`src/rtl/tfcl_pkg.sv`:
```
// tfcl_pkg: types, codes and constants of the two-factor code lock controller
// no dependencies; used by tfcl_in_if, tfcl_core and the top level
package tfcl_pkg;

  localparam int unsigned CodeLength = 4;
  localparam int unsigned CharWidth  = 8;
  localparam int unsigned CodeWidth  = CodeLength * CharWidth;
  localparam int unsigned CountWidth = $clog2(CodeLength);

  localparam logic [CountWidth-1:0] COUNT_LAST = CountWidth'(CodeLength - 1);

  localparam logic [CodeWidth-1:0] STORED_CODE_RESET   = 32'h3433_3231;
  localparam logic [CodeWidth-1:0] FACTOR_CODE_RESET   = 32'h3132_3334;

  localparam logic [1:0] OP_KEY    = 2'd0;
  localparam logic [1:0] OP_FACTOR = 2'd1;
  localparam logic [1:0] OP_BUTTON = 2'd2;

  localparam logic [7:0] KEY_0    = 8'h30;
  localparam logic [7:0] KEY_9    = 8'h39;
  localparam logic [7:0] KEY_A    = 8'h41;
  localparam logic [7:0] KEY_D    = 8'h44;
  localparam logic [7:0] KEY_STAR = 8'h2A;
  localparam logic [7:0] KEY_HASH = 8'h23;

  typedef enum logic [2:0] {
    MODE_ENTER      = 3'd0,
    MODE_FACTOR     = 3'd1,
    MODE_UNLOCKED   = 3'd2,
    MODE_FACTOR_CHG = 3'd3,
    MODE_NEW        = 3'd4,
    MODE_CONFIRM    = 3'd5
  } mode_t;

  typedef enum logic [1:0] {
    MOTOR_NONE   = 2'd0,
    MOTOR_LOCK   = 2'd1,
    MOTOR_UNLOCK = 2'd2
  } motor_t;

  typedef enum logic [3:0] {
    MSG_NONE       = 4'd0,
    MSG_ENTER_CODE = 4'd1,
    MSG_WRONG_CODE = 4'd2,
    MSG_USE_FACTOR = 4'd3,
    MSG_UNLOCKED   = 4'd4,
    MSG_ENTER_NEW  = 4'd5,
    MSG_CONFIRM    = 4'd6,
    MSG_MISMATCH   = 4'd7,
    MSG_CODE_SET   = 4'd8
  } msg_t;

  typedef struct packed {
    logic [1:0]           op;
    logic [CharWidth-1:0] key;
    logic [CodeWidth-1:0] factor;
  } item_t;

  typedef struct packed {
    mode_t                 mode;
    logic [CountWidth-1:0] count;
    logic [CodeWidth-1:0]  entry;
    logic [CodeWidth-1:0]  pending;
    logic [CodeWidth-1:0]  stored;
  } state_t;

  typedef struct packed {
    mode_t      mode;
    motor_t     motor;
    msg_t       msg;
    logic [2:0] digits;
  } result_t;

endpackage

```
`src/rtl/tfcl_in_if.sv`:
```
// tfcl_in_if: valid/ready channel carrying one lock event item
// depends on tfcl_pkg for field widths
interface tfcl_in_if;
  logic                           valid;
  logic                           ready;
  logic [1:0]                     operation;
  logic [tfcl_pkg::CharWidth-1:0] key_char;
  logic [tfcl_pkg::CodeWidth-1:0] factor_code;

  modport source (output valid, output operation, output key_char, output factor_code,
                  input ready);
  modport sink (input valid, input operation, input key_char, input factor_code,
                output ready);
endinterface

```
`src/rtl/tfcl_out_if.sv`:
```
// tfcl_out_if: valid/ready channel carrying one lock result item
// no package dependencies
interface tfcl_out_if;
  logic       valid;
  logic       ready;
  logic [2:0] mode;
  logic [1:0] motor_command;
  logic [3:0] message;
  logic [2:0] digits_entered;

  modport source (output valid, output mode, output motor_command, output message,
                  output digits_entered, input ready);
  modport sink (input valid, input mode, input motor_command, input message,
                input digits_entered, output ready);
endinterface

```
`src/rtl/tfcl_core.sv`:
```
// tfcl_core: single-pass step of the lock state machine for one event item
// depends on tfcl_pkg; purely combinational, registers live in the top level
module tfcl_core (
  input  tfcl_pkg::state_t                cur,
  input  tfcl_pkg::item_t                 item,
  input  logic [tfcl_pkg::CodeWidth-1:0]  factor_cfg,
  output tfcl_pkg::state_t                nxt,
  output tfcl_pkg::result_t               res
);

  logic                                    key_ok;
  logic                                    kv;
  logic                                    full;
  logic [tfcl_pkg::CountWidth-1:0]         count_inc;
  logic [tfcl_pkg::CodeWidth-1:0]          entry_col;
  logic                                    fac_ok;
  logic                                    code_ok;
  logic                                    confirm_ok;
  logic                                    is_factor;
  logic                                    is_button;

  assign key_ok = item.key inside {[tfcl_pkg::KEY_0:tfcl_pkg::KEY_9],
                                   [tfcl_pkg::KEY_A:tfcl_pkg::KEY_D],
                                   tfcl_pkg::KEY_STAR, tfcl_pkg::KEY_HASH};
  assign kv        = (item.op == tfcl_pkg::OP_KEY) && key_ok;
  assign is_factor = (item.op == tfcl_pkg::OP_FACTOR);
  assign is_button = (item.op == tfcl_pkg::OP_BUTTON);
  assign full      = (cur.count == tfcl_pkg::COUNT_LAST);
  assign count_inc = cur.count + tfcl_pkg::CountWidth'(1);

  // place the key at the current entry position
  always_comb begin
    for (int b = 0; b < tfcl_pkg::CodeLength; b++) begin
      entry_col[b*tfcl_pkg::CharWidth +: tfcl_pkg::CharWidth] =
        (cur.count == tfcl_pkg::CountWidth'(b)) ? item.key
        : cur.entry[b*tfcl_pkg::CharWidth +: tfcl_pkg::CharWidth];
    end
  end

  assign fac_ok     = (item.factor == factor_cfg);
  assign code_ok    = (entry_col == cur.stored);
  assign confirm_ok = (entry_col == cur.pending);

  // next state
  always_comb begin
    nxt = cur;
    case (cur.mode)
      tfcl_pkg::MODE_ENTER: begin
        if (kv) begin
          nxt.entry = entry_col;
          if (full) begin
            nxt.count = '0;
            if (code_ok) nxt.mode = tfcl_pkg::MODE_FACTOR;
          end else begin
            nxt.count = count_inc;
          end
        end else if (is_button) begin
          nxt.mode  = tfcl_pkg::MODE_UNLOCKED;
          nxt.count = '0;
        end
      end
      tfcl_pkg::MODE_FACTOR: begin
        if (is_factor) begin
          nxt.mode  = fac_ok ? tfcl_pkg::MODE_UNLOCKED : tfcl_pkg::MODE_ENTER;
          nxt.count = '0;
        end
      end
      tfcl_pkg::MODE_UNLOCKED: begin
        if ((kv && item.key == tfcl_pkg::KEY_STAR) || is_button) begin
          nxt.mode  = tfcl_pkg::MODE_ENTER;
          nxt.count = '0;
        end else if (kv && item.key == tfcl_pkg::KEY_HASH) begin
          nxt.mode  = tfcl_pkg::MODE_FACTOR_CHG;
          nxt.count = '0;
        end
      end
      tfcl_pkg::MODE_FACTOR_CHG: begin
        if (is_factor) begin
          nxt.mode  = fac_ok ? tfcl_pkg::MODE_NEW : tfcl_pkg::MODE_UNLOCKED;
          nxt.count = '0;
        end
      end
      tfcl_pkg::MODE_NEW: begin
        if (kv) begin
          nxt.entry = entry_col;
          if (full) begin
            nxt.pending = entry_col;
            nxt.mode    = tfcl_pkg::MODE_CONFIRM;
            nxt.count   = '0;
          end else begin
            nxt.count = count_inc;
          end
        end
      end
      tfcl_pkg::MODE_CONFIRM: begin
        if (kv) begin
          nxt.entry = entry_col;
          if (full) begin
            nxt.count = '0;
            if (confirm_ok) begin
              nxt.stored = cur.pending;
              nxt.mode   = tfcl_pkg::MODE_UNLOCKED;
            end else begin
              nxt.mode = tfcl_pkg::MODE_NEW;
            end
          end else begin
            nxt.count = count_inc;
          end
        end
      end
      default: begin
        nxt = cur;
      end
    endcase
  end

  // result fields
  always_comb begin
    res.mode   = nxt.mode;
    res.digits = 3'(nxt.count);
    res.motor  = tfcl_pkg::MOTOR_NONE;
    res.msg    = tfcl_pkg::MSG_NONE;
    case (cur.mode)
      tfcl_pkg::MODE_ENTER: begin
        if (kv) begin
          if (full) res.msg = code_ok ? tfcl_pkg::MSG_USE_FACTOR : tfcl_pkg::MSG_WRONG_CODE;
        end else if (is_button) begin
          res.motor = tfcl_pkg::MOTOR_UNLOCK;
          res.msg   = tfcl_pkg::MSG_UNLOCKED;
        end
      end
      tfcl_pkg::MODE_FACTOR: begin
        if (is_factor) begin
          if (fac_ok) begin
            res.motor = tfcl_pkg::MOTOR_UNLOCK;
            res.msg   = tfcl_pkg::MSG_UNLOCKED;
          end else begin
            res.msg = tfcl_pkg::MSG_WRONG_CODE;
          end
        end
      end
      tfcl_pkg::MODE_UNLOCKED: begin
        if ((kv && item.key == tfcl_pkg::KEY_STAR) || is_button) begin
          res.motor = tfcl_pkg::MOTOR_LOCK;
          res.msg   = tfcl_pkg::MSG_ENTER_CODE;
        end else if (kv && item.key == tfcl_pkg::KEY_HASH) begin
          res.msg = tfcl_pkg::MSG_USE_FACTOR;
        end
      end
      tfcl_pkg::MODE_FACTOR_CHG: begin
        if (is_factor) res.msg = fac_ok ? tfcl_pkg::MSG_ENTER_NEW : tfcl_pkg::MSG_WRONG_CODE;
      end
      tfcl_pkg::MODE_NEW: begin
        if (kv && full) res.msg = tfcl_pkg::MSG_CONFIRM;
      end
      tfcl_pkg::MODE_CONFIRM: begin
        if (kv && full) res.msg = confirm_ok ? tfcl_pkg::MSG_CODE_SET : tfcl_pkg::MSG_MISMATCH;
      end
      default: begin
        res.msg = tfcl_pkg::MSG_NONE;
      end
    endcase
  end

endmodule

```
`src/rtl/two_factor_code_lock_controller.sv`:
```
// two_factor_code_lock_controller: top level with item register, lock state and result register
// depends on tfcl_pkg, tfcl_in_if, tfcl_out_if and tfcl_core
//
// Door-lock controller that takes one event item (key, second-factor code or inside button) per
// cycle while the result side keeps up and returns exactly one result item per event. An accepted
// item sits in an input register, passes the single-pass state machine in tfcl_core and lands in
// the result register; the decode and 32-bit code compares are combinational in tfcl_core. The
// second-factor code register is written through cfg_wr_en/cfg_wr_data and must only be changed
// while no item is in flight. No clearing pass is needed after reset.
module two_factor_code_lock_controller (
  input  logic                           clk,
  input  logic                           rst_n,
  tfcl_in_if.sink                        in_ch,
  tfcl_out_if.source                     out_ch,
  input  logic                           cfg_wr_en,
  input  logic [tfcl_pkg::CodeWidth-1:0] cfg_wr_data
);

  logic                           s0_valid_r;
  tfcl_pkg::item_t                item_r;
  logic                           out_valid_r;
  tfcl_pkg::result_t              res_r;
  tfcl_pkg::result_t              res_nxt;
  tfcl_pkg::state_t               state_r;
  tfcl_pkg::state_t               state_nxt;
  logic [tfcl_pkg::CodeWidth-1:0] factor_cfg_r;
  logic                           advance;

  assign advance     = s0_valid_r && (!out_valid_r || out_ch.ready);
  assign in_ch.ready = !s0_valid_r || advance;

  tfcl_core u_core (
    .cur        (state_r),
    .item       (item_r),
    .factor_cfg (factor_cfg_r),
    .nxt        (state_nxt),
    .res        (res_nxt)
  );

  always_ff @(posedge clk) begin
    if (!rst_n) begin
      factor_cfg_r <= tfcl_pkg::FACTOR_CODE_RESET;
    end else if (cfg_wr_en) begin
      factor_cfg_r <= cfg_wr_data;
    end
  end

  // input item register
  always_ff @(posedge clk) begin
    if (!rst_n) begin
      s0_valid_r <= 1'b0;
    end else if (in_ch.ready) begin
      s0_valid_r <= in_ch.valid;
    end
  end

  always_ff @(posedge clk) begin
    if (in_ch.valid && in_ch.ready) begin
      item_r.op     <= in_ch.operation;
      item_r.key    <= in_ch.key_char;
      item_r.factor <= in_ch.factor_code;
    end
  end

  // lock state
  always_ff @(posedge clk) begin
    if (!rst_n) begin
      state_r.mode   <= tfcl_pkg::MODE_ENTER;
      state_r.count  <= '0;
      state_r.stored <= tfcl_pkg::STORED_CODE_RESET;
    end else if (advance) begin
      state_r <= state_nxt;
    end
  end

  // result register
  always_ff @(posedge clk) begin
    if (!rst_n) begin
      out_valid_r <= 1'b0;
    end else if (advance) begin
      out_valid_r <= 1'b1;
    end else if (out_ch.ready) begin
      out_valid_r <= 1'b0;
    end
  end

  always_ff @(posedge clk) begin
    if (advance) begin
      res_r <= res_nxt;
    end
  end

  assign out_ch.valid          = out_valid_r;
  assign out_ch.mode           = res_r.mode;
  assign out_ch.motor_command  = res_r.motor;
  assign out_ch.message        = res_r.msg;
  assign out_ch.digits_entered = res_r.digits;

`ifndef NO_ASSERTIONS
  a_advance_fills_output: assert property (@(posedge clk) disable iff (!rst_n)
    advance |=> out_valid_r)
    else $error("item left the input register without reaching the result register");

  a_code_change_reported: assert property (@(posedge clk) disable iff (!rst_n)
    $past(rst_n) && !$stable(state_r.stored) |-> out_valid_r &&
      res_r.msg == tfcl_pkg::MSG_CODE_SET)
    else $error("stored code changed without a code set result");

  a_unlock_drive_mode: assert property (@(posedge clk) disable iff (!rst_n)
    out_valid_r && res_r.motor == tfcl_pkg::MOTOR_UNLOCK |->
      res_r.mode == tfcl_pkg::MODE_UNLOCKED && state_r.count == '0)
    else $error("unlock drive reported outside unlocked mode");
`endif

endmodule
```
`src/flat_wrapper.sv`:
```
// flat-port wrapper written by rule: the top's interface ports become plain ports
module two_factor_code_lock_controller_flat 
  (clk, rst_n, cfg_wr_en, cfg_wr_data, in_ch_valid, in_ch_operation, in_ch_key_char, in_ch_factor_code, in_ch_ready, out_ch_valid, out_ch_mode, out_ch_motor_command, out_ch_message, out_ch_digits_entered, out_ch_ready);
  tfcl_in_if in_ch_i ();
  tfcl_out_if out_ch_i ();
  input  logic clk;
  input  logic rst_n;
  input  logic cfg_wr_en;
  input  logic [tfcl_pkg::CodeWidth-1:0] cfg_wr_data;
  input wire logic [$bits(in_ch_i.valid)-1:0] in_ch_valid;
  input wire logic [$bits(in_ch_i.operation)-1:0] in_ch_operation;
  input wire logic [$bits(in_ch_i.key_char)-1:0] in_ch_key_char;
  input wire logic [$bits(in_ch_i.factor_code)-1:0] in_ch_factor_code;
  output wire logic [$bits(in_ch_i.ready)-1:0] in_ch_ready;
  output wire logic [$bits(out_ch_i.valid)-1:0] out_ch_valid;
  output wire logic [$bits(out_ch_i.mode)-1:0] out_ch_mode;
  output wire logic [$bits(out_ch_i.motor_command)-1:0] out_ch_motor_command;
  output wire logic [$bits(out_ch_i.message)-1:0] out_ch_message;
  output wire logic [$bits(out_ch_i.digits_entered)-1:0] out_ch_digits_entered;
  input wire logic [$bits(out_ch_i.ready)-1:0] out_ch_ready;
  assign in_ch_i.valid = in_ch_valid;
  assign in_ch_i.operation = in_ch_operation;
  assign in_ch_i.key_char = in_ch_key_char;
  assign in_ch_i.factor_code = in_ch_factor_code;
  assign in_ch_ready = in_ch_i.ready;
  assign out_ch_valid = out_ch_i.valid;
  assign out_ch_mode = out_ch_i.mode;
  assign out_ch_motor_command = out_ch_i.motor_command;
  assign out_ch_message = out_ch_i.message;
  assign out_ch_digits_entered = out_ch_i.digits_entered;
  assign out_ch_i.ready = out_ch_ready;
  two_factor_code_lock_controller u_core (.clk(clk), .rst_n(rst_n), .in_ch(in_ch_i), .out_ch(out_ch_i), .cfg_wr_en(cfg_wr_en), .cfg_wr_data(cfg_wr_data));
endmodule
```
`config.mk`:
```
export PLATFORM = sky130hd
export DESIGN_NAME = two_factor_code_lock_controller_flat
export DESIGN_NICKNAME = d
export VERILOG_FILES = /design/src/rtl/tfcl_pkg.sv /design/src/rtl/tfcl_in_if.sv /design/src/rtl/tfcl_out_if.sv /design/src/rtl/tfcl_core.sv /design/src/rtl/two_factor_code_lock_controller.sv /design/src/flat_wrapper.sv
export SDC_FILE = /design/constraint.sdc
export NUM_CORES = 1
export LEC_CHECK = 0
export BUFFER_PORTS_ARGS = -buffer_cell sky130_fd_sc_hd__buf_2
export CORE_MARGIN = 2
export CORE_UTILIZATION = 45
export DETAILED_ROUTE_END_ITERATION = 10
export PLACE_DENSITY = 0.74
export SYNTH_ARGS = -nofsm -noshare
export SYNTH_HDL_FRONTEND = slang
export SYNTH_SLANG_ARGS = --single-unit
```
`constraint.sdc`:
```
create_clock -name clk -period 10.6 [get_ports clk]
set_clock_uncertainty 0.1 [all_clocks]
set_input_delay 0 -clock clk [delete_from_list [all_inputs] [get_ports clk]]
set_output_delay 0 -clock clk [all_outputs]
set_load 0.03 [all_outputs]
```
=== Word level (Yosys, flattened, before mapping) ===
Index checks and enable logic that the tools add are counted.

* $add $sub $neg: 1
* Magnitude comparators: 4
* Equality and inequality tests: 18
* Muxes and demuxes: 44
* Reductions and logical operators: 22

{| class="wikitable"
|+ Operators with widths
! cell !! count
|-
| == test 32 bit || 3
|-
| one-hot mux 32 bit (3 select lines) || 1
|-
| 2-to-1 mux 69 bit || 1
|-
| 2-to-1 mux 32 bit || 2
|-
| 2-to-1 mux 37 bit || 1
|-
| 2-to-1 mux 8 bit || 4
|-
| 2-to-1 mux 3 bit || 10
|-
| 2-to-1 mux 5 bit || 6
|-
| one-hot mux 5 bit (6 select lines) || 1
|-
| one-hot mux 4 bit (6 select lines) || 1
|-
| == test 8 x 6 -> 1 bit, second input constant || 2
|-
| 2-to-1 mux 4 bit || 4
|-
| 2-to-1 mux 2 bit || 6
|-
| 2-to-1 mux 6 bit || 2
|-
| AND reduction 5 bit || 2
|-
| greater-or-equal comparator 8 x 6 -> 1 bit, second input constant || 1
|-
| greater-or-equal comparator 8 x 7 -> 1 bit, second input constant || 1
|-
| <= comparator 8 x 6 -> 1 bit, second input constant || 1
|-
| <= comparator 8 x 7 -> 1 bit, second input constant || 1
|-
| logical AND 1 bit || 8
|-
| == test 2 bit, second input constant || 3
|-
| == test 3 x 2 -> 1 bit, second input constant || 2
|-
| == test 3 bit, second input constant || 2
|-
| != test 2 bit, second input constant || 3
|-
| 13 further kinds || 21
|}

* Bits in registers: 188
* Bits of input ports: 79
* Output and inout bits: 14
* Logic and storage cells: 104

=== Logic depth before layout (Yosys ltp) ===
Gate-level depths: netlist of the first run.

* Depth in word-level cells: 8
* Gate-level depth with buffers: 11
* Gate-level depth less buffers: 8

=== By module ===
From an unflattened synthesis of the first run, not the netlist that was laid out.

* Cell total of the unflattened synthesis: 805
* Area, all modules: 9414.0 um2

{| class="wikitable"
|+ By module, submodules not included
! module !! times used !! cells an instance !! area each (um2)
|-
| two_factor_code_lock_controller || 1 || 395 || 6331.1
|-
| tfcl_core || 1 || 410 || 3083.0
|}

=== Least setup slack after synthesis of the first run ===
OpenSTA, ideal clock, no wires.

* Path kind: register -> register
* Start point: register u_core.item_r[36] (netlist name)
* End point: register u_core.state_r[32] (netlist name) (enable)
* Setup time: 0.421 ns
* Arrival: 2.899 ns
* Path slack: 7.180 ns
* Cell stages (with the launch flop): 8
* Buffers on the path: 1
* Period minus slack after synthesis: 3.420 ns
* Cell sequence: edfxtp_1 buf_2 nor3b_1 and3_1 o31ai_1 nor3_1 nand2_1 nor2_1

* Cells in the longest elaborated chain, start to end: 5
* Elaborated cells between the ends (all ways): 11
* Those cells by class: order compare: 4; eq/ne: 2; reduce/logical: 5

{| class="wikitable"
|+ Ends and longest elaborated chain
! what !! RTL line !! source
|-
| start, declared || two_factor_code_lock_controller.sv:20 || <nowiki>tfcl_pkg::item_t item_r;</nowiki>
|-
| greater-or-equal comparator 8 x 6 -> 1 bit, or another cell as far along || tfcl_core.sv:22 || <nowiki>assign key_ok = item.key inside {[tfcl_pkg::KEY_0:tfcl_pkg::KEY_9],</nowiki>
|-
| logical AND 1 bit || tfcl_core.sv:22 ||
|-
| nonzero test 4 bit * || tfcl_core.sv:22 ||
|-
| logical AND 1 bit * || tfcl_core.sv:25 || <nowiki>assign kv = (item.op == tfcl_pkg::OP_KEY) && key_ok;</nowiki>
|-
| AND reduction 5 bit (no line) * || -- ||
|-
| end signal, assigned || two_factor_code_lock_controller.sv:72 || <nowiki>state_r <= state_nxt;</nowiki>
|-
| end, declared || two_factor_code_lock_controller.sv:24 || <nowiki>tfcl_pkg::state_t state_r;</nowiki>
|}

Mark *: on every way between the ends. The rest lies on a longest branch, timed or not.
A chain may end at the register's enable or synchronous reset.

=== Final worst setup path of the first run ===
* Start point: register u_core.state_r[97] (netlist name)
* End point: register u_core.state_r[29] (netlist name)

* Cells in the longest elaborated chain, start to end: 4
* Elaborated cells between the ends (all ways): 10
* Those cells by class: eq/ne: 4; mux: 4; reduce/logical: 2

{| class="wikitable"
|+ Ends and longest elaborated chain
! what !! RTL line !! source
|-
| == test 2 x 1 -> 1 bit, or another cell as far along || tfcl_core.sv:35 || <nowiki>(cur.count == tfcl_pkg::CountWidth'(b)) ? item.key</nowiki>
|-
| 2-to-1 mux 8 bit || tfcl_core.sv:35 ||
|-
| == test 32 bit || tfcl_core.sv:42 || <nowiki>assign confirm_ok = (entry_col == cur.pending);</nowiki>
|-
| AND reduction 5 bit (no line) * || -- ||
|}

Marks and branches as above.

==> summary.md, run 1 <==
| Metric | Value |
|---|---|
| Vias per inst | 5.27 |
| Routability cong. | 0.875 |
| Largest net degree at the start of global routing | 80 |
| Status | finished clean |
| Synth top area share | 40.0% |
| Post-synth ARST share | 0% |
| Critical path's largest stage delay | 0.69 ns |
| Routed WL | 21.4 mm |
| Clock transition at path regs | 0.07 ns |
| Worst endpoint required time | 10.82 ns |
| Syn_nets | 823 |
| Yosys cell types | 55 |
| Gr usage total | 21.2% |
| Clock H-tree levels | 4 |
| Critical Path, Cell by Cell | inv_1 > ha_1 > mux2i_1 > xnor2_1 > nor4_2 > nand4_2 > nor3_2 > buf_4 > mux2_2 |
| Worst setup SP type | flip-flop |
| RR Endpoint | u_core.state_r[29] |
| TritonCTS Buffers | 17 |
| Synth warn | 0 |
| Max-Cap Viols | 0 |
| Fraction of layout cells with a size suffix above 1 | 18.1% |
| Critical Path Sink Type | flip-flop |
| Top area cells in the synthesized netlist | edfxtp_1, dfxtp_1, mux2i_1, xor2_1, xnor2_1 |
| Max IR drop VDD | 0.000100 V |
| Final Max Slew Viols | 0 |
| Worst hold path type | in2reg |
| Setup_tns | 0 ns |
| First-pass GRT wire length | 32.9 mm |
| Hold Crit Endpoint | u_core.item_r[39] |
| Crit path from | u_core.state_r[97] |
| Tmin final | 3.91 ns |
| Fin. Hold Viols | 0 |
| Worst r2r src | u_core.state_r[97] |
| Area leader, netlist | edfxtp_1 |
| Number of flops mapped to enable cells by yosys | 117 |
| N_diodes | 0 |
| Peak fanout along the critical path | 19 |
| Post-CTS Resized | 0 |
| Port-buffer cells | 91 |
| Effective utilization at floorplan | 45.5% |
| Crit share post-route | 36.9% |
| Clk Latency, worst-skew pair | 0.44 ns |
| Hold Crit Depth | 2 |
| Count of nets after finishing | 984 |
| Relative slew slack | 31.5% |
| Vias in the first global route | 6046 |
| Chip height | 144 µm |
| Worst Tran Pin Value | 1.03 ns |
| Main flop type after synthesis | edfxtp_1 |
| Delay-heaviest family, CP | simple AND/OR/NAND/NOR gates |
| Final number of setup-violating endpoints | 0 |
| WP buf/inv | 2 |
| LEAKAGE | 4.15 nW |
| Syn avg cell area | 11.9 µm² |
| Synth Register Bits | 188 |
| Cell Rows | 51 |
| Die Span X | 144 µm |
| RSZ-0062 raised after global routing | no |
| Vias after detailed routing | 6212 |
| Synth Instances | 740 |
| Setup slack, reg-to-reg | 6.69 ns |
| Initial antenna violation count | 0 |
| CTS sink cnt | 188 |
| IO Pins | 93 |
| DRT iter0 DRCs | 671 |
| Routed WL per cell | 18.1 µm |
| Die area | 20600 µm² |
| Core ar. | 19300 µm² |
| Final ANT Viol Nets | 0 |
| Dpl ws | 6.80 ns |
| Fillers | 1553 |
| Pwr dens | 142 nW/µm² |
| Max Buffers Root-to-Sink | 2 |
| Root buf cell | clkbuf_16 |
| Fin worst setup slack | 6.69 ns |
| FMAX | 256 MHz |
| Worst Hold Launch | in_ch_key_char[7] |
| Sequential fraction of the synthesis area | 56.2% |
| CP max-delay cell | ha_1 |
| Synth Cell Area | 8780 µm² |
| CTS tree | done |
| Worst-case reg-to-reg path depth | 9 |
| Residual DRC | 0 |
| GRT overflow | 0 |
| Area Growth Syn to Fin | 23.2% |
| Setup CP Type | reg2reg |
| First-pass DRT Iterations | 5 |
| CP arrival | 4.13 ns |
| HPWL Detailed | 13.0 mm |
worst reg2reg max path: cells and delay by family, from the launching register on:
family / cells / cell delay (ns)
simple gates: 3 / 1.16
buf+inv: 2 / 0.48
mux: 2 / 0.91
xor+xnor: 1 / 0.14
flops: 1 / 0.34
fa+ha+maj: 1 / 0.69
worst max-delay path by stage:
stage | end | slack, ns | cells past startpoint
2_1_floorplan | u_core.state_r[32] | 7.18 | 7
3_3_place_gp | u_core.state_r[29] | 6.89 | 9
3_5_place_dp | u_core.state_r[29] | 6.80 | 9
4_1_cts | u_core.state_r[29] | 6.76 | 9
5_1_grt | u_core.state_r[29] | 6.57 | 9
6_report | u_core.state_r[29] | 6.69 | 9
repair_timing:
action / in CTS / in global routing
buffers inserted: 0 / 0
hold buffers: 84 / 0
endpoints found under the hold margin: 78 / 0
endpoints found under the setup margin: 0 / 0
area by class of cell:
type | count | area, µm² | share of cell area, %
flip-flops and latches | 188 | 4930 | 45.6
clock buffers | 18 | 429 | 3.97
clock inverters | 14 | 135 | 1.25
inverters | 52 | 195 | 1.80
multi-input cells | 462 | 3460 | 32.0
repair buffers | 180 | 1330 | 12.3
well taps | 265 | 332 | 3.07
per-stage QoR:
| step | util, % | hold slack, ns | power (mW) | std cells | cell area, µm² |
|---|---|---|---|---|---|
| 6_report | 56.1 | 0.165 | 1.53 | 1179 | 10800 |
| 2_1_floorplan | - | -0.00113 | 0.876 | 740 | 8780 |
| 3_5_place_dp | 48.8 | 0.0781 | 0.908 | 1063 | 9410 |
| 3_3_place_gp | 48.8 | 0.0770 | 0.906 | 1063 | 9410 |
| 4_1_cts | 56.1 | 0.149 | 1.54 | 1179 | 10800 |
| 5_1_grt | 56.1 | 0.152 | 1.58 | 1179 | 10800 |
layout by cell type (no fill, tap or decap), types with 7 or more instances in the layout:
cell type | synthesis | routed
a21oi_1 | 9 | 9
mux2i_2 | 15 | 15
nand3_1 | 7 | 7
o21ai_0 | 10 | 10
nor4_2 | 8 | 8
o211ai_1 | 13 | 13
xnor2_1 | 32 | 32
buf_2 | 3 | 91
nor4_1 | 13 | 13
o41ai_1 | 12 | 12
xor2_1 | 65 | 65
nor2_1 | 41 | 39
edfxtp_1 | 117 | 117
nand2_1 | 65 | 65
nand4_1 | 14 | 14
inv_1 | 51 | 51
clkbuf_16 | 0 | 17
mux2i_1 | 65 | 65
dlygate4sd3_1 | 0 | 84
nor2b_1 | 23 | 23
dfxtp_1 | 71 | 71
synth_stat cells, types with 5 or more instances:
library cell	count
a21oi_1	9
buf_6	7
clkbuf_1	23
dfxtp_1	71
edfxtp_1	117
inv_1	51
mux2i_1	65
mux2i_2	15
nand2_1	65
nand3_1	7
nand4_1	14
nor2_1	41
nor2b_1	23
nor3_1	7
nor4_1	13
nor4_2	8
o211ai_1	13
o21ai_0	10
o31ai_1	5
o41ai_1	12
xnor2_1	32
xor2_1	65
sequential cells by signal, summed over array words and instances (netlist names):
name and cells:
u_core.out_ch.mode 3, u_core.state_r 101, u_core.out_ch.message 4, u_core.s0_valid_r 1
u_core.item_r 42, u_core.out_ch.digits_entered 2, u_core.out_ch.valid 1, u_core.out_ch.motor_command 2
u_core.factor_cfg_r 32
routing by layer:
layer / GRT usage [%] / vias up / part of all wire (%)
li1: - / 2949 / -
met1: 29.0 / 2989 / 44
met3: 4.50 / 35 / 4.9
met5: 0 / - / 0
met4: 6.24 / 0 / 1.9
met2: 34.1 / 239 / 49
power by group:
part           internal [mW]  switching (mW)  total (mW)
clock network          0.311           0.300       0.611
registers              0.794          0.0188       0.813
logic                 0.0559          0.0538       0.110
total                   1.16           0.372        1.53
cells by family (layout without fill, tap and decap cells):
kind of cell,Yosys count,count (layout),synth area share [%]
fa+ha+maj,4,4,0.570
other cells,1,1,0.0427
simple gates,208,208,12.8
buf+inv,90,264,4.58
flops,188,188,56.2
xor+xnor,97,97,9.68
compound gates,69,69,5.69
mux,83,83,10.4
(Power assumes the default switching activity.)
==> inputs of run 2 (changes only) <==
==> constraint.sdc (replaced) <==
create_clock -name clk -period 4 [get_ports clk]
set_clock_uncertainty 0.1 [all_clocks]
set_input_delay 0 -clock clk [delete_from_list [all_inputs] [get_ports clk]]
set_output_delay 0 -clock clk [all_outputs]
set_load 0.03 [all_outputs]
==> run 2 against run 1 <==
Non-clock buffer count up 6; total power rose to 2.7 times the previous value; worst hold slack worse by 0.12 ns; flip-flop and latch count unchanged; design area up 0.89%; first-iteration DRC count down 30%; critical path depth up 2; register-to-register slack worse by 6.4 ns; sequential power rose to 2.6 times the previous value; core utilization up 0.50 points.
==> summary.md, run 2 (synthesized netlist as in run 1, its figures left out) <==
| Metric | Value |
|---|---|
| CTS sink cnt | 188 |
| Clock transition at path regs | 0.08 ns |
| Largest net degree at the start of global routing | 51 |
| Layout Utilization | 56.6% |
| Final number of setup-violating endpoints | 0 |
| Post-CTS Resized | 0 |
| Clk Latency, worst-skew pair | 0.44 ns |
| Fillers | 1614 |
| CP arrival | 3.92 ns |
| DRT iter0 DRCs | 469 |
| HPWL Detailed | 13.3 mm |
| Worst hold path type | in2reg |
| Max-Cap Viols | 0 |
| Layout Cells excl Fill | 1186 |
| Root buf cell | clkbuf_16 |
| Worst setup SP type | flip-flop |
| Max FFs per register | 101 |
| Final Cell Area | 10900 µm² |
| Commonest non-fill, non-tap cell in the layout | edfxtp_1 |
| FMAX | 273 MHz |
| Vias per inst | 5.36 |
| Vias in the first global route | 6290 |
| Relative slew slack | 30.7% |
| Routability cong. | 0.871 |
| Status | finished clean |
| Reg with most FFs | u_core.state_r |
| Vias after detailed routing | 6359 |
| Post-CTS setup buffer count | 0 |
| Final Max Slew Viols | 0 |
| Die Span X | 144 µm |
| GRT overflow | 0 |
| Port-buffer cells | 91 |
| IO Pins | 93 |
| Final ANT Viol Nets | 0 |
| Max IR drop VDD | 0.000323 V |
| Routed WL | 22.1 mm |
| Fraction of layout cells with a size suffix above 1 | 19.5% |
| Core ar. | 19300 µm² |
| Placed instance area | 9520 µm² |
| Residual DRC | 0 |
| Setup CP Type | reg2reg |
| Most frequent cells in the layout | edfxtp_1, buf_2, dlygate4sd3_1 |
| Pwr dens | 383 nW/µm² |
| Peak fanout along the critical path | 16 |
| Worst endpoint required time | 4.26 ns |
| Max Buffers Root-to-Sink | 2 |
| Area Growth Syn to Fin | 24.3% |
| Placed Cells | 1076 |
| Cell Rows | 51 |
| Fin. Hold Viols | 0 |
| Gr usage total | 21.8% |
| Chip height | 144 µm |
| Regs by FF count | u_core.state_r (101), u_core.item_r (42), u_core.factor_cfg_r (32) |
| RSZ-0062 raised after global routing | no |
| Setup_tns | 0 ns |
| TritonCTS Buffers | 17 |
| Hold Crit Depth | 2 |
| Hold Buf Count CTS | 77 |
| Effective utilization at floorplan | 45.5% |
| Critical Path Sink Type | flip-flop |
| Die area | 20600 µm² |
| LEAKAGE | 4.20 nW |
| Tmin final | 3.66 ns |
| Crit share post-route | 91.6% |
| First-pass DRT Iterations | 5 |
| Worst-case reg-to-reg path depth | 11 |
| Initial antenna violation count | 1 |
| Count of nets after finishing | 990 |
| CTS tree | done |
| Worst Tran Pin Value | 1.04 ns |
| Clock H-tree levels | 4 |
| Routed WL per cell | 18.6 µm |
| First-pass GRT wire length | 33.9 mm |
run 2: changes by cell type in the layout (fill, tap and decap cells not counted), sizes merged:
cell,previous run,this run
inv,57,58
diode,0,1
bufinv,0,1
clkbuf,18,17
dlygate4sd3,84,77
clkinv,8,7
buf,96,109
run 2: routing by layer:
metal | track usage (%) | part of all wire [%] | vias up | wire length (µm)
li1 | - | - | 2966 | -
met1 | 28.5 | 42 | 3101 | 9280
met2 | 35.0 | 49 | 241 | 10700
met3 | 5.40 | 6.6 | 51 | 1450
met4 | 8.26 | 2.7 | 0 | 595
met5 | 0 | 0 | - | 0
run 2: path summary, 6_finish.rpt:
path | startpoint | endpoint | slack (ns)
worst max-delay path | u_core.state_r[96] | u_core.state_r[18] | 0.34
worst min-delay path | rst_n | u_core.factor_cfg_r[2] | 0.04
worst max register to register | u_core.state_r[96] | u_core.state_r[18] | 0.34
worst min register to register | u_core.state_r[2] | u_core.state_r[2] | 0.37
run 2: cell type report:
| class | count | area, µm² | area share (%) |
|---|---|---|---|
| Tap cell | 265 | 332 | 3.04 |
| Clock inverter | 15 | 193 | 1.77 |
| Clock buffer | 17 | 425 | 3.90 |
| Multi-Input combinational cell | 462 | 3460 | 31.7 |
| Timing Repair Buffer | 186 | 1370 | 12.6 |
| Antenna cell | 1 | 2.50 | 0.0229 |
| Inverter | 52 | 195 | 1.79 |
| Sequential cell | 188 | 4930 | 45.2 |
run 2: power breakdown:
part	total (mW)	switching [mW]	internal, mW
Combinational	0.288	0.144	0.144
Sequential	2.15	0.0498	2.10
Clock	1.74	0.835	0.904
run 2: metrics by stage:
stage	setup WS (ns)	hold WS [ns]	total power, mW
5_1_grt	0.0519	0.0582	4.30
3_3_place_gp	0.600	0.0769	2.40
3_5_place_dp	0.413	0.0781	2.41
2_1_floorplan	0.580	-0.00113	2.32
6_report	0.336	0.0408	4.18
4_1_cts	0.332	0.0451	4.18
run 2: critical path: stages, from the launching register on:
cell and delay (ns):
dfxtp_1 0.35, inv_1 0.15, ha_1 0.52, buf_4 0.24, mux2i_1 0.40, xnor2_1 0.15, nor4_2 0.26, nand4_2 0.13
buf_4 0.22, nor3_2 0.53, buf_4 0.33, mux2i_1 0.21
==> inputs of run 3 (changes only) <==
--- a/config.mk
+++ b/config.mk
@@ -10,6 +10,7 @@
 export CORE_UTILIZATION = 45
 export DETAILED_ROUTE_END_ITERATION = 10
 export PLACE_DENSITY = 0.74
+export REMOVE_ABC_BUFFERS = 1
 export SYNTH_ARGS = -nofsm -noshare
 export SYNTH_HDL_FRONTEND = slang
 export SYNTH_SLANG_ARGS = --single-unit
==> run 3 against run 2 <==
Clock-buffer cell count increased by 4; worst hold slack got worse by 0.0056 ns; critical path depth decreased by 2; global-route usage decreased by 0.86 points; flip-flop and latch count unchanged; design area decreased by 0.89%; total power decreased by 2.2%; sequential share of layout area increased by 0.41 points; maximum frequency increased by 4.6%; wire length decreased by 3.3%; first-iteration DRC count increased by 32%; via count decreased by 1.9%; largest power group unchanged; highest routed layer unchanged.
==> summary.md, run 3 (synthesized netlist as in run 1, its figures left out) <==
| Metric | Value |
|---|---|
| Status | finished clean |
| Post-CTS setup buffer count | 0 |
| Max FFs per register | 101 |
| Post-CTS Resized | 0 |
| Commonest non-fill, non-tap cell in the layout | edfxtp_1 |
| Chip height | 144 µm |
| CP arrival | 3.72 ns |
| HPWL Detailed | 13.5 mm |
| Dpl ws | 0.554 ns |
| Largest net degree at the start of global routing | 52 |
| Clk Latency, worst-skew pair | 0.42 ns |
| N_diodes | 0 |
| GRT overflow | 0 |
| Tmin final | 3.50 ns |
| Area of the multi-input gates | 3460 µm² |
| First-pass DRT Iterations | 7 |
| Worst endpoint required time | 4.21 ns |
| Register area | 4930 µm² |
| Combinational power share | 6.9% |
| Initial antenna violation count | 0 |
| Die Span X | 144 µm |
| Regs by FF count | u_core.state_r (101), u_core.item_r (42), u_core.factor_cfg_r (32) |
| Residual DRC | 0 |
| Core ar. | 19300 µm² |
| Placed Cells | 1070 |
| Vias per inst | 5.29 |
| Peak fanout along the critical path | 12 |
| RSZ-0062 raised after global routing | no |
| Relative slew slack | 31.7% |
| Layout Cells excl Fill | 1179 |
| Routed WL per cell | 18.1 µm |
| Final number of setup-violating endpoints | 0 |
| Worst Tran Pin Value | 1.02 ns |
| Pwr dens | 378 nW/µm² |
| Sw Share | 22.6% |
| WP buf/inv | 2 |
| Routed WL | 21.3 mm |
| NetSw | 0.922 mW |
| Most frequent cells in the layout | edfxtp_1, buf_2, dlygate4sd3_1 |
| IO Pins | 93 |
| Root buf cell | clkbuf_16 |
| CTS sink cnt | 188 |
| Critical Path Sink Type | flip-flop |
| Worst setup SP type | flip-flop |
| Fin. Hold Viols | 0 |
| Final ANT Viol Nets | 0 |
| LEAKAGE | 4.15 nW |
| First-pass GRT wire length | 32.7 mm |
| Reg with most FFs | u_core.state_r |
| Vias after detailed routing | 6239 |
| Final Max Slew Viols | 0 |
| TritonCTS Buffers | 17 |
| Delay-heaviest family, CP | simple AND/OR/NAND/NOR gates |
| Crit share post-route | 87.6% |
| Port-buffer cells | 91 |
| Area Growth Syn to Fin | 23.2% |
| Cell Rows | 51 |
| Max Buffers Root-to-Sink | 2 |
| Worst hold path type | in2reg |
| Gr usage total | 20.9% |
| Max-Cap Viols | 0 |
| Vias in the first global route | 6013 |
| Clock H-tree levels | 4 |
| Layout Utilization | 56.1% |
| Fin worst setup slack | 0.496 ns |
| Hold Buf Count CTS | 77 |
| Effective utilization at floorplan | 45.5% |
| Die area | 20600 µm² |
| Critical Path, Cell by Cell | inv_1 > ha_1 > mux2i_2 > xnor2_1 > nor4_2 > nand4_2 > nor3_2 > buf_4 > mux2_2 |
| Worst hold margin | 0.0352 ns |
| FMAX | 285 MHz |
| Clock network power share | 40.4% |
| Critical path's largest stage delay | 0.59 ns |
| Flop pwr share | 52.7% |
| Max IR drop VDD | 0.000274 V |
| Count of nets after finishing | 984 |
| Routability cong. | 0.905 |
| Fillers | 1591 |
| Clock transition at path regs | 0.07 ns |
| Setup CP Type | reg2reg |
| CP max-delay cell | ha_1 |
| CTS tree | done |
| Internal power | 3.17 mW |
| DRT iter0 DRCs | 620 |
| Fraction of layout cells with a size suffix above 1 | 18.7% |
## run 3: changes by cell type in the layout (fill, tap and decap cells not counted)
cell and change:
clkbuf_1 +2, inv_8 -3, buf_4 -5, clkinv_2 +2, nor2_2 -1, clkinv_8 -5, nor2_4 +1, diode_2 -1
clkbuf_16 +1, clkinv_4 +1, clkinvlp_4 +1, clkbuf_8 +1, buf_12 -1
## run 3: worst paths after layout
kind	startpoint	end	slack (ns)	cells past startpoint
worst max-delay path	u_core.state_r[97]	u_core.state_r[29]	0.50	9
worst min-delay path	rst_n	u_core.state_r[4]	0.04	2
worst max register to register	u_core.state_r[97]	u_core.state_r[29]	0.50	9
worst min register to register	u_core.state_r[3]	u_core.state_r[3]	0.37	2
## run 3: layer usage
metal	vias up	GRT usage [%]	wire length, µm
met3	34	3.70	1150
met1	3044	28.6	9140
met5	-	0	0
li1	2951	-	-
met4	0	7.02	416
met2	210	33.8	10600
## run 3: layout make-up
class	instances	share of cell area [%]
tap	265	3.07
clock buffer	21	4.36
sequential	188	45.6
clock inverter	11	0.960
timing repair buffer	180	12.2
inverter	52	1.80
multi-input combinational	462	32.0
## run 3: power groups by stage
stage	clock network, mW	logic [mW]	registers, mW
global route	1.75	0.306	2.16
global placement	0	0.210	2.19
CTS	1.68	0.276	2.15
finish	1.65	0.282	2.15
floorplan	0	0.113	2.19
detailed placement	0	0.214	2.19
## run 3: metrics by stage
stage                     area, µm²  TNS, ns  total power [mW]
final                         10800        0              4.09
after global routing          10800        0              4.21
after CTS                     10800        0              4.10
after detailed placement       9470        0              2.41
after global placement         9470        0              2.40
after floorplan                8570    -9.61              2.30
## run 3: worst register-to-register path: cells and delay by family, from the launching register on
| family | cells | cell delay, ns |
|---|---|---|
| simple gates | 3 | 1.04 |
| mux | 2 | 0.80 |
| fa+ha+maj | 1 | 0.59 |
| buf+inv | 2 | 0.39 |
| flops | 1 | 0.34 |
| xor+xnor | 1 | 0.15 |
